`config.mk`:
```
export PLATFORM = sky130hd
export DESIGN_NAME = ecms_ctrl
export DESIGN_NICKNAME = d
export VERILOG_FILES = /design/src/hdl/ecms_pkg.sv /design/src/hdl/ecms_ctrl.sv
export SDC_FILE = /design/constraint.sdc
export NUM_CORES = 1
export LEC_CHECK = 0
export BUFFER_PORTS_ARGS = -buffer_cell sky130_fd_sc_hd__buf_2
export CORE_MARGIN = 4
export CORE_UTILIZATION = 40
export DETAILED_ROUTE_END_ITERATION = 6
export SYNTH_ARGS = -nofsm -noshare
export SYNTH_HDL_FRONTEND = slang
export SYNTH_SLANG_ARGS = --single-unit
```
`constraint.sdc`:
```
create_clock -name clock -period 2 [get_ports clock]
set_clock_uncertainty 0.1 [all_clocks]
set_input_delay 0.1 -clock clock [delete_from_list [all_inputs] [get_ports clock]]
set_output_delay 0.1 -clock clock [all_outputs]
set_load 0.01 [all_outputs]
```
`src/hdl/ecms_pkg.sv`:
```
`timescale 1ns / 1ps
// ----------------------------------------------------------------------------
// ecms_pkg: shared types and constants of the edge count-min sketch
// Field widths, register codes and reset values, action codes, and the
// command and status bundles between controller and datapath.
// ----------------------------------------------------------------------------
package ecms_pkg;

   localparam int ROWS_DEF    = 2;
   localparam int BUCKETS_DEF = 32;
   localparam int MAX_ROWS    = 3;

   localparam int ID_W       = 31;
   localparam int WEIGHT_W   = 24;
   localparam int COUNT_W    = 32;
   localparam int HASH_W     = 5;
   localparam int DECAY_W    = 16;
   localparam int CSR_IDX_W  = 3;
   localparam int CSR_DATA_W = 16;

   // node ids are reduced modulo BUCKETS one nibble per cycle
   localparam int DIGIT_W     = 4;
   localparam int DIGITS      = 8;
   localparam int DIGIT_CNT_W = $clog2(DIGITS);

   // registers below this index are the hash multiplier and offset pairs
   localparam logic [CSR_IDX_W-1:0] CSR_DECAY_SCALE = 3'd6;

   localparam logic [HASH_W-1:0] MULT_RESET [MAX_ROWS] = '{5'd1, 5'd3, 5'd5};
   localparam logic [HASH_W-1:0] ADD_RESET  [MAX_ROWS] = '{5'd0, 5'd7, 5'd11};
   localparam logic [DECAY_W-1:0] DECAY_RESET = 16'd32768;

   typedef enum logic [1:0] {
      ACT_INSERT = 2'd0,
      ACT_QUERY  = 2'd1,
      ACT_DECAY  = 2'd2,
      ACT_CLEAR  = 2'd3
   } action_type;

   typedef struct packed {
      logic capture;
      logic digit_step;
      logic row_read;
      logic row_update;
      logic wipe_write;
      logic decay_read;
   } ctl_cmd_type;

   typedef struct packed {
      logic pipe_busy;
   } ctl_status_type;

endpackage

```
`src/hdl/ecms_ctrl.sv`:
```
`timescale 1ns / 1ps
// ----------------------------------------------------------------------------
// ecms_ctrl: sequencing of the edge count-min sketch
// Runs the reset clearing pass, the id reduction steps, the read and update
// of each row, the decay and clear sweeps, and strobes the result.
// ----------------------------------------------------------------------------
module ecms_ctrl #(
   parameter int ROWS    = ecms_pkg::ROWS_DEF,
   parameter int BUCKETS = ecms_pkg::BUCKETS_DEF,
   localparam int CELLS  = ROWS * BUCKETS * BUCKETS,
   localparam int ADDR_W = $clog2(CELLS),
   localparam int ROW_W  = (ROWS > 1) ? $clog2(ROWS) : 1
) (
   input  logic                      clock,
   input  logic                      reset,
   input  logic                      req_start,
   input  logic [1:0]                req_action,
   output logic                      busy,
   output logic                      rsp_valid,
   output ecms_pkg::ctl_cmd_type     cmd,
   input  ecms_pkg::ctl_status_type  status,
   output logic [ROW_W-1:0]          row_sel,
   output logic [ADDR_W-1:0]         sweep_addr
);
   import ecms_pkg::*;

   typedef enum logic [2:0] {
      ST_INIT,
      ST_IDLE,
      ST_HASH,
      ST_ROW_RD,
      ST_ROW_UPD,
      ST_DECAY,
      ST_DRAIN,
      ST_WIPE
   } state_type;

   state_type              state_ff, state_in;
   logic [DIGIT_CNT_W-1:0] digit_ff, digit_in;
   logic [ROW_W-1:0]       row_ff, row_in;
   logic [ADDR_W-1:0]      sweep_ff, sweep_in;
   logic                   busy_ff, rsp_valid_ff, rsp_in;
   logic                   sweep_last;

   assign sweep_last = (sweep_ff == ADDR_W'(CELLS - 1));

   always_comb begin
      state_in = state_ff;
      digit_in = digit_ff;
      row_in   = row_ff;
      sweep_in = sweep_ff;
      rsp_in   = 1'b0;
      unique case (state_ff)
         ST_INIT: begin
            sweep_in = sweep_ff + 1'b1;
            if (sweep_last) begin
               sweep_in = '0;
               state_in = ST_IDLE;
            end
         end
         ST_IDLE: begin
            if (req_start) begin
               digit_in = '0;
               row_in   = '0;
               sweep_in = '0;
               unique case (action_type'(req_action))
                  ACT_INSERT, ACT_QUERY: state_in = ST_HASH;
                  ACT_DECAY:             state_in = ST_DECAY;
                  ACT_CLEAR:             state_in = ST_WIPE;
               endcase
            end
         end
         ST_HASH: begin
            digit_in = digit_ff + 1'b1;
            if (digit_ff == DIGIT_CNT_W'(DIGITS - 1)) begin
               state_in = ST_ROW_RD;
            end
         end
         ST_ROW_RD: begin
            state_in = ST_ROW_UPD;
         end
         ST_ROW_UPD: begin
            if (row_ff == ROW_W'(ROWS - 1)) begin
               rsp_in   = 1'b1;
               state_in = ST_IDLE;
            end else begin
               row_in   = row_ff + 1'b1;
               state_in = ST_ROW_RD;
            end
         end
         ST_DECAY: begin
            sweep_in = sweep_ff + 1'b1;
            if (sweep_last) begin
               sweep_in = '0;
               state_in = ST_DRAIN;
            end
         end
         ST_DRAIN: begin
            // wait for the last product to be written back
            if (!status.pipe_busy) begin
               rsp_in   = 1'b1;
               state_in = ST_IDLE;
            end
         end
         ST_WIPE: begin
            sweep_in = sweep_ff + 1'b1;
            if (sweep_last) begin
               sweep_in = '0;
               rsp_in   = 1'b1;
               state_in = ST_IDLE;
            end
         end
      endcase
   end

   always_ff @(posedge clock) begin
      if (reset) begin
         state_ff     <= ST_INIT;
         digit_ff     <= '0;
         row_ff       <= '0;
         sweep_ff     <= '0;
         busy_ff      <= 1'b1;
         rsp_valid_ff <= 1'b0;
      end else begin
         state_ff     <= state_in;
         digit_ff     <= digit_in;
         row_ff       <= row_in;
         sweep_ff     <= sweep_in;
         busy_ff      <= (state_in != ST_IDLE);
         rsp_valid_ff <= rsp_in;
      end
   end

   assign cmd.capture    = (state_ff == ST_IDLE) && req_start;
   assign cmd.digit_step = (state_ff == ST_HASH);
   assign cmd.row_read   = (state_ff == ST_ROW_RD);
   assign cmd.row_update = (state_ff == ST_ROW_UPD);
   assign cmd.wipe_write = (state_ff == ST_INIT) || (state_ff == ST_WIPE);
   assign cmd.decay_read = (state_ff == ST_DECAY);

   assign busy       = busy_ff;
   assign rsp_valid  = rsp_valid_ff;
   assign row_sel    = row_ff;
   assign sweep_addr = sweep_ff;

   a_rsp_pulse: assert property (@(posedge clock) disable iff (reset)
      rsp_valid_ff |=> !rsp_valid_ff)
      else $error("result strobe lasted more than one cycle");

   a_rsp_idle: assert property (@(posedge clock) disable iff (reset)
      rsp_valid_ff |-> !busy_ff)
      else $error("result strobed while still busy");

   a_upd_after_rd: assert property (@(posedge clock) disable iff (reset)
      cmd.row_update |-> $past(cmd.row_read))
      else $error("row update without a preceding read");

   a_reset_busy: assert property (@(posedge clock)
      reset |=> (busy_ff && !rsp_valid_ff))
      else $error("block not busy with the clearing pass after reset");

endmodule

```
==> impl_metrics.toml, run 1 <==
[timing]
rsz0062_at_grt = "no"
timing.fmax_mhz = 540.1
worstMarginPinSlew_ns = 0.4732
setup_viol = 0
final_period_minus_worst_setup_slack_ns = 1.852
min_period_over_period_pct = 92.58
final.setup.tns_ns = 0
hold_viol = 0
slew_violations = 0
relSlewSlack_pct = 68.41

[synth]
ys_seq_area_share_pct = 37.21
synthTopCellsByCount = "nor2_1, dfxtp_1, a21oi_1"
synthCells = 123
synth_edf_count = 0
synth_top_cell_by_area = "dfxtp_1"
synthMostInstantiatedCell = "nor2_1"
syn_nets = 132
synth.distinct_cells = 42
ys.flop_type = "dfxtp_1"
synth_warnings = 0
async_flop_share_pct = 0
syn_area_per_cell_sq_um = 8.748
synth.cell_area_sq_um = 1076
ys_seq_elements = 20
synth_top_area_share_pct = 37.21
synth_area_leaders = "dfxtp_1, nor2_1, xor2_1"

[drt]
via_per_inst = 5.389
drc = 0
wirelength_mm = 2.385
wl_per_cell_microns = 13.25
ant_nets = 0
num_vias = 970
drtIter0Drc = 36
drt_pass1_iterations = 4

[power_and_ir_drop]
ir_drop_mv = 0.4106
p_leak_nw = 0.5653
power_density_nw_per_um2 = 567.3

[clock_tree]
hold_buffers = 0
clkSlewWorstSetupHoldPaths_ns = 0.12
numClockSinks = 20
postCtsSetupBuffers = 0
ctsHtreeMaxLevel = 1
clock_path_buffers = 2
post_cts_resized = 0
cts_buffers = 3
cts_tree = "yes"
clk_latency_ns = 0.31
root_buffer = "clkbuf_4"

[finish]
syn2layout_area_growth_pct = 17.79
fin_util_pct = 50.25
drive_gt1_share_pct = 30.00
nets = 160
diodes = 0
n_fill_cell = 266

[worst_hold_path]
min_from = "reset"
hold_class = "primary input to flop"

[die]
die_x_microns = 59.87
pin_count = 26
coreArea_sq_um = 2522
die_h_microns = 59.87
dieArea_sq_um = 3584
rows = 18
start_util_pct = 42.66

[global_routing]
track_usage_pct = 14.83
antenna_found_initial = 0
grt_overflow_total = 0
grt_max_degree = 15
grt_pass1_vias = 907
grt_pass1_wl_mm = 3.988

[setup_path]
r2r_start = "state_ff[2]"
cp_data_required_time_ns = 2.09
startpoint = "state_ff[2]"
endpoint_kind = "flop"
crit_arrival_ns = 1.94
path_class = "flop to flop"
crit_path_start_kind = "flop"
path_max_fanout = 14

[placed_design]
place_congestion = 0.8440
numPortBuffers = 25
hpwl_mm = 1.776

[status]
outcome = "complete, no violations"

[job]
maxCapViolCount = 0
[critical path: stages (launching register included)]
cell	delay (ns)
dfxtp_1	0.63
or2b_1	0.30
nor2_1	0.19
mux2i_1	0.12
a211oi_2	0.27
nand3_1	0.11
[path summary, 6_finish.rpt]
path | to | slack (ns) | depth (start not counted)
hold reg to reg | sweep_addr[7] | 0.43 | 2
setup reg to reg | busy | 0.15 | 5
hold / removal | state_ff[1] | 0.003 | 2
setup / recovery | busy | 0.15 | 5
[power by group]
| group | leakage (nW) | internal, W | total, W | switching (W) |
|---|---|---|---|---|
| Sequential | 0.162 | 0.000405 | 0.000411 | 0.00000544 |
| Clock | 0.0210 | 0.000111 | 0.000243 | 0.000131 |
| Combinational | 0.383 | 0.0000283 | 0.0000660 | 0.0000377 |
| Total | 0.565 | 0.000545 | 0.000719 | 0.000174 |
[metal layers]
| metal | GRT usage [%] | vias up | part of all wire (%) |
|---|---|---|---|
| met3 | 3.024 | 4 | 3.9 |
| met1 | 19.42 | 455 | 47 |
| met2 | 22.69 | 20 | 47 |
| li1 | - | 491 | - |
| met4 | 7.911 | 0 | 1.5 |
| met5 | 0 | - | 0 |
[cell type report]
class	instances	area, sq um	area share [%]
repair buffers	29	155.1	12.24
multi-input cells	91	615.6	48.57
flip-flops and latches	20	400.4	31.59
inverters	6	22.52	1.777
clock buffers	4	36.28	2.863
well taps	30	37.54	2.961
[stage by stage]
step / instance area (sq um) / cells / power, W / worst slack, ns / hold WS, ns
after global placement: 1231 / 176 / 0.0004836 / 0.2383 / 0.3258
final: 1267 / 180 / 0.0007191 / 0.1484 / 0.002536
after floorplan: 1076 / 123 / 0.0004549 / 0.1711 / 0.2221
after detailed placement: 1231 / 176 / 0.0004858 / 0.2122 / 0.3319
after CTS: 1267 / 180 / 0.0007274 / 0.1713 / 0.003527
after global routing: 1267 / 180 / 0.0007508 / 0.02611 / 0.0007530
[cell families (layout without fill, tap and decap cells)]
group | after synthesis | after routing | synth area share [%]
AND/OR/NAND/NOR | 55 | 55 | 28.72
AO/OA/AOI/OAI | 23 | 23 | 16.51
flip-flops | 20 | 20 | 37.21
buffers and inverters | 12 | 39 | 5.581
XOR/XNOR | 7 | 7 | 5.698
adder cells (fa/ha/maj) | 3 | 3 | 3.489
multiplexers | 3 | 3 | 2.791
[sequential cells by signal, indices dropped and copies added (netlist names)]
signal / count
digit_ff: 3
sweep_addr: 11
state_ff: 3
busy: 1
row_sel: 1
rsp_valid: 1
[placed cells by master, fill, tap and decap left out, drive strengths merged, types with 4 or more instances in the layout]
master and instances:
buf 29, nor2 24, dfxtp 20, a21oi 7, nand4 7, nand3 6, xor2 6, inv 6
nand2 4, o21ai 4, clkbuf 4
(Power assumes the default switching activity.)
==> run 2: changes to the inputs <==
Settings changed: CELL_PAD_IN_SITES_DETAIL_PLACEMENT from default to 1, CELL_PAD_IN_SITES_GLOBAL_PLACEMENT from default to 1, CORE_UTILIZATION 40 to 38, PLACE_DENSITY_LB_ADDON from default to 0.1.
==> run 2 against run 1 <==
  * Flip-flop and latch count stayed put
  * Final area rose by 0.20%
  * Combinational power about the same
  * Via count increased by 0.62%
  * Clock power barely moved
  * Non-clock buffer count did not move
  * Global-route usage increased by 1.1 points
  * Sequential power is essentially flat
  * Setup slack gained 0.053 ns
  * Count of clock-buffer cells in the layout unchanged
  * Critical endpoint is now sweep_addr[9]
  * Final cell count rose by 0.56%
==> impl_metrics.toml, run 2 (synthesized netlist as in run 1, its figures left out) <==
[power_and_ir_drop]
ir_drop_mv = 0.3588
p_leak_nw = 0.5659
total_power_w = 0.0007169
power_density_nw_per_um2 = 564.5

[job]
maxCapViolCount = 0

[timing]
final.setup.tns_ns = 0
min_period_over_period_pct = 89.96
worstMarginPinSlew_ns = 0.4611
final_period_minus_worst_setup_slack_ns = 1.799
slew_violations = 0
setup_viol = 0
hold_viol = 0
timing.fmax_mhz = 555.8
relSlewSlack_pct = 69.22
rsz0062_at_grt = "no"
fin_ws_ns = 0.2009

[drt]
drc = 0
wl_per_cell_microns = 14.88
drt_pass1_iterations = 4
num_vias = 976
ant_nets = 0
drtIter0Drc = 47
via_per_inst = 5.392
wirelength_mm = 2.693

[placed_design]
preCtsSetupSlack_ns = 0.1670
numPortBuffers = 25
placed_area_sq_um = 1232
place_congestion = 0.7700
hpwl_mm = 2.099

[finish]
largest_reg_flops = 11
nets = 160
multi_input_area_sq_um = 615.6
final_common_cell = "buf_2"
n_fill_cell = 364
drive_gt1_share_pct = 30.67
diodes = 0
regArea_sq_um = 401.6
syn2layout_area_growth_pct = 18.02
final_area_sq_um = 1270
mostFrequentLayoutCells = "buf_2, nor2_1, dfxtp_1"

[die]
pin_count = 26
coreArea_sq_um = 2734
rows = 19
die_x_microns = 61.22
start_util_pct = 39.36
dieArea_sq_um = 3747
die_h_microns = 61.22

[setup_path]
path_cells = "a22o_1 > nand4_4 > or4b_4 > o211ai_2"
cp_data_required_time_ns = 2.14
path_class = "flop to flop"
timing.critical_path.buf_inv = 0
endpoint_kind = "flop"
path_max_fanout = 12
crit_path_start_kind = "flop"
crit_arrival_ns = 1.94
ff2ff_setup_slack_ns = 0.20
cp_slowest_stage_delay_ns = 0.62
crit_family = "simple AND/OR/NAND/NOR gates"
slowest_stage = "dfxtp_1"

[clock_tree]
clk_latency_ns = 0.30
numClockSinks = 20
clock_path_buffers = 2
cts_tree = "yes"
root_buffer = "clkbuf_4"
cts_buffers = 3
ctsHtreeMaxLevel = 1
clkSlewWorstSetupHoldPaths_ns = 0.11

[status]
outcome = "complete, no violations"

[global_routing]
antenna_found_initial = 0
grt_overflow_total = 0
grt_pass1_wl_mm = 4.547
grt_max_degree = 15
track_usage_pct = 15.97
grt_pass1_vias = 983

[worst_hold_path]
hold_class = "primary input to flop"
run 2: cell counts in the layout (fill, tap and decap cells not counted):
Identical to the previous run, type by type.
run 2: report_power, final:
group,leakage (nW),internal [W],switching (W)
registers,0.162,0.000405,0.00000606
logic,0.383,0.0000280,0.0000381
clock network,0.0210,0.000111,0.000129
total,0.566,0.000544,0.000173
run 2: path summary, 6_finish.rpt:
kind | start | endpoint | cells after the start
worst max-delay path | state_ff[0] | sweep_addr[9] | 4
worst min-delay path | reset | digit_ff[2] | 2
worst max register to register | state_ff[0] | sweep_addr[9] | 4
worst min register to register | digit_ff[2] | digit_ff[2] | 2
run 2: metrics by stage:
step,utilization [%],hold slack (ns),instances
floorplan,-,0.2221,123
global placement,45.08,0.3289,177
detailed placement,45.08,0.3472,177
CTS,46.41,0.01833,181
global route,46.45,0.01657,181
finish,46.45,0.02587,181
run 2: repair_timing:
| item | CTS | global route |
|---|---|---|
| endpoints found under the setup margin | 0 | 1 |
| buffers inserted | 0 | 0 |
| resized for setup | 0 | 1 |
| hold buffers | 0 | 0 |
| hold endpoints to repair | 0 | 0 |
run 2: per-layer routing:
| metal | global-route usage [%] | wire (microns) | vias up |
|---|---|---|---|
| met3 | 3.354 | 115 | 2 |
| met2 | 24.02 | 1236 | 18 |
| met1 | 23.26 | 1331 | 471 |
| met5 | 0 | 0 | - |
| met4 | 3.715 | 9 | 0 |
| li1 | - | - | 485 |
run 2: area by class of cell:
class,instances,share of cell area (%)
tap,31,3.054
inverter,6,1.773
timing repair buffer,29,12.22
sequential,20,31.63
multi-input combinational,91,48.47
clock buffer,4,2.857
==> run 3: changes to the inputs <==
Settings changed: ABC_AREA from default to 1, CAP_MARGIN from default to 10, CORE_UTILIZATION 38 to 36.
==> run 3 against run 2 <==
  * Final cell count is 36% higher
  * Hold slack better by 0.0042 ns
  * Final area is 6.0% higher
  * Utilization is 2.0 points lower
==> impl_metrics.toml, run 3 <==
[status]
outcome = "complete, no violations"

[setup_path]
r2r_cells = 8
ff2ff_setup_slack_ns = 0.30
r2r_end = "busy"
endpoint = "busy"
endpoint_kind = "flop"
startpoint = "sweep_addr[0]"
path_class = "flop to flop"
path_max_fanout = 5
crit_arrival_ns = 1.80
cp_data_required_time_ns = 2.10
r2r_start = "sweep_addr[0]"
crit_path_start_kind = "flop"

[synth]
synth_warnings = 0
synth_area_leaders = "dfxtp_1, nand2_1, nor2_1"
synth_edf_count = 0
synthTopCellsByCount = "nand2_1, nor2_1, dfxtp_1"
ys.flop_type = "dfxtp_1"
synth_mux_area_share_pct = 0
synthSimpleGateAreaFrac_pct = 42.31
async_flop_share_pct = 0
syn_area_per_cell_sq_um = 6.506
synthMostInstantiatedCell = "nand2_1"
synth.cell_area_sq_um = 1139
synth_top_area_share_pct = 35.16
ys_seq_area_share_pct = 35.16
syn_nets = 184
synth_top_family_by_area = "simple AND/OR/NAND/NOR gates"
ys_seq_elements = 20
synthCells = 175
synth_compound_area_share_pct = 10.33
synthAdderAreaFrac_pct = 3.297
synth_xor_area_share_pct = 0
synth.distinct_cells = 25
synth_top_cell_by_area = "dfxtp_1"

[placed_design]
place_congestion = 0.7741
placed_area_sq_um = 1308
numPortBuffers = 25
hpwl_mm = 2.409

[finish]
nets = 212
largest_reg_flops = 11
syn2layout_area_growth_pct = 18.24
n_fill_cell = 420
diodes = 0
mostFrequentLayoutCells = "nand2_1, nor2_1, buf_2"
regArea_sq_um = 400.4
multi_input_area_sq_um = 639.4
final_area_sq_um = 1346
final_common_cell = "nand2_1"
drive_gt1_share_pct = 24.75

[timing]
rsz0062_at_grt = "no"
worstMarginPinSlew_ns = 0.2877
setup_viol = 0
final.setup.tns_ns = 0
slew_violations = 0
timing.hold.ws_ns = 0.03004
min_period_over_period_pct = 84.86
final_period_minus_worst_setup_slack_ns = 1.697
timing.fmax_mhz = 589.2
relSlewSlack_pct = 80.80
hold_viol = 0

[die]
coreArea_sq_um = 3028
pin_count = 26
die_x_microns = 64.24
die_h_microns = 64.24
start_util_pct = 37.60
rows = 20
dieArea_sq_um = 4127

[drt]
wirelength_mm = 2.954
ant_nets = 0
drt_pass1_iterations = 4
num_vias = 1154
via_per_inst = 4.691
drc = 0
wl_per_cell_microns = 12.01
drtIter0Drc = 40

[global_routing]
antenna_found_initial = 0
grt_overflow_total = 0
grt_pass1_vias = 1181
grt_pass1_wl_mm = 5.395
grt_max_degree = 12
track_usage_pct = 16.55

[clock_tree]
root_buffer = "clkbuf_4"
cts_buffers = 3
hold_buffers = 0
clkSlewWorstSetupHoldPaths_ns = 0.12
clk_latency_ns = 0.31
numClockSinks = 20
cts_tree = "yes"
clock_path_buffers = 2
ctsHtreeMaxLevel = 1

[power_and_ir_drop]
p_leak_nw = 0.6703
power_density_nw_per_um2 = 510.3
total_power_w = 0.0006871
ir_drop_mv = 0.3578

[job]
maxCapViolCount = 0

[worst_hold_path]
min_from = "reset"
hold_class = "primary input to flop"
[run 3: cell count changes in the layout (fill, tap and decap cells not counted), moves of 5 or more]
cell	delta
a21oi_1	+7
nand3_1	+5
inv_1	+15
nand4_1	-5
xor2_1	-6
nand2_1	+39
nor2_1	+8
[run 3: kinds of logic after synthesis]
logic type / count (synthesis)
simple gates: 105
flops: 20
compound gates: 21
buf+inv: 26
fa+ha+maj: 3
[run 3: worst max-delay path, cell delays in order, from the launching register on]
cell	delay (ns)
dfxtp_1	0.41
ha_1	0.21
nand2_1	0.07
nor2_2	0.19
nand3_2	0.16
a21oi_1	0.16
nand2_1	0.06
nor2_1	0.15
nand3_1	0.08
[run 3: worst min-delay path by stage]
| stage | endpoint | cells after the start |
|---|---|---|
| 2_1_floorplan | sweep_addr[9] | 3 |
| 3_3_place_gp | state_ff[1] | 2 |
| 3_5_place_dp | digit_ff[2] | 2 |
| 4_1_cts | digit_ff[2] | 2 |
| 5_1_grt | sweep_addr[8] | 2 |
| 6_report | sweep_addr[8] | 2 |
[run 3: layer usage]
layer | track usage [%] | routed length (microns)
met1 | 22.57 | 1515
met2 | 26.16 | 1264
met3 | 2.988 | 126
met4 | 5.541 | 47
met5 | 0 | 0
[run 3: what timing repair did]
item | in CTS | in global routing
endpoints found under the setup margin | 0 | 2
hold endpoints to repair | 0 | 0
buffers inserted | 0 | 0
gates resized for setup | 0 | 1
[run 3: area by class of cell]
type	count	share of cell area (%)
multi-input combinational	129	47.49
sequential	20	29.74
timing repair buffer	25	9.294
inverter	24	6.691
tap	44	4.089
clock buffer	4	2.695
[run 3: power by group]
group / internal [W] / leakage, nW / total [W] / switching (W)
Clock: 0.000111 / 0.0210 / 0.000243 / 0.000132
Sequential: 0.000404 / 0.162 / 0.000409 / 0.00000533
Combinational: 0.0000142 / 0.488 / 0.0000349 / 0.0000207
[run 3: metrics by stage]
| stage | instances | setup WS, ns | util [%] |
|---|---|---|---|
| 2_1_floorplan | 175 | 0.3933 | - |
| 3_3_place_gp | 242 | 0.3208 | 43.18 |
| 3_5_place_dp | 242 | 0.2260 | 43.18 |
| 4_1_cts | 246 | 0.2003 | 44.38 |
| 5_1_grt | 246 | 0.07212 | 44.46 |
| 6_report | 246 | 0.3028 | 44.46 |
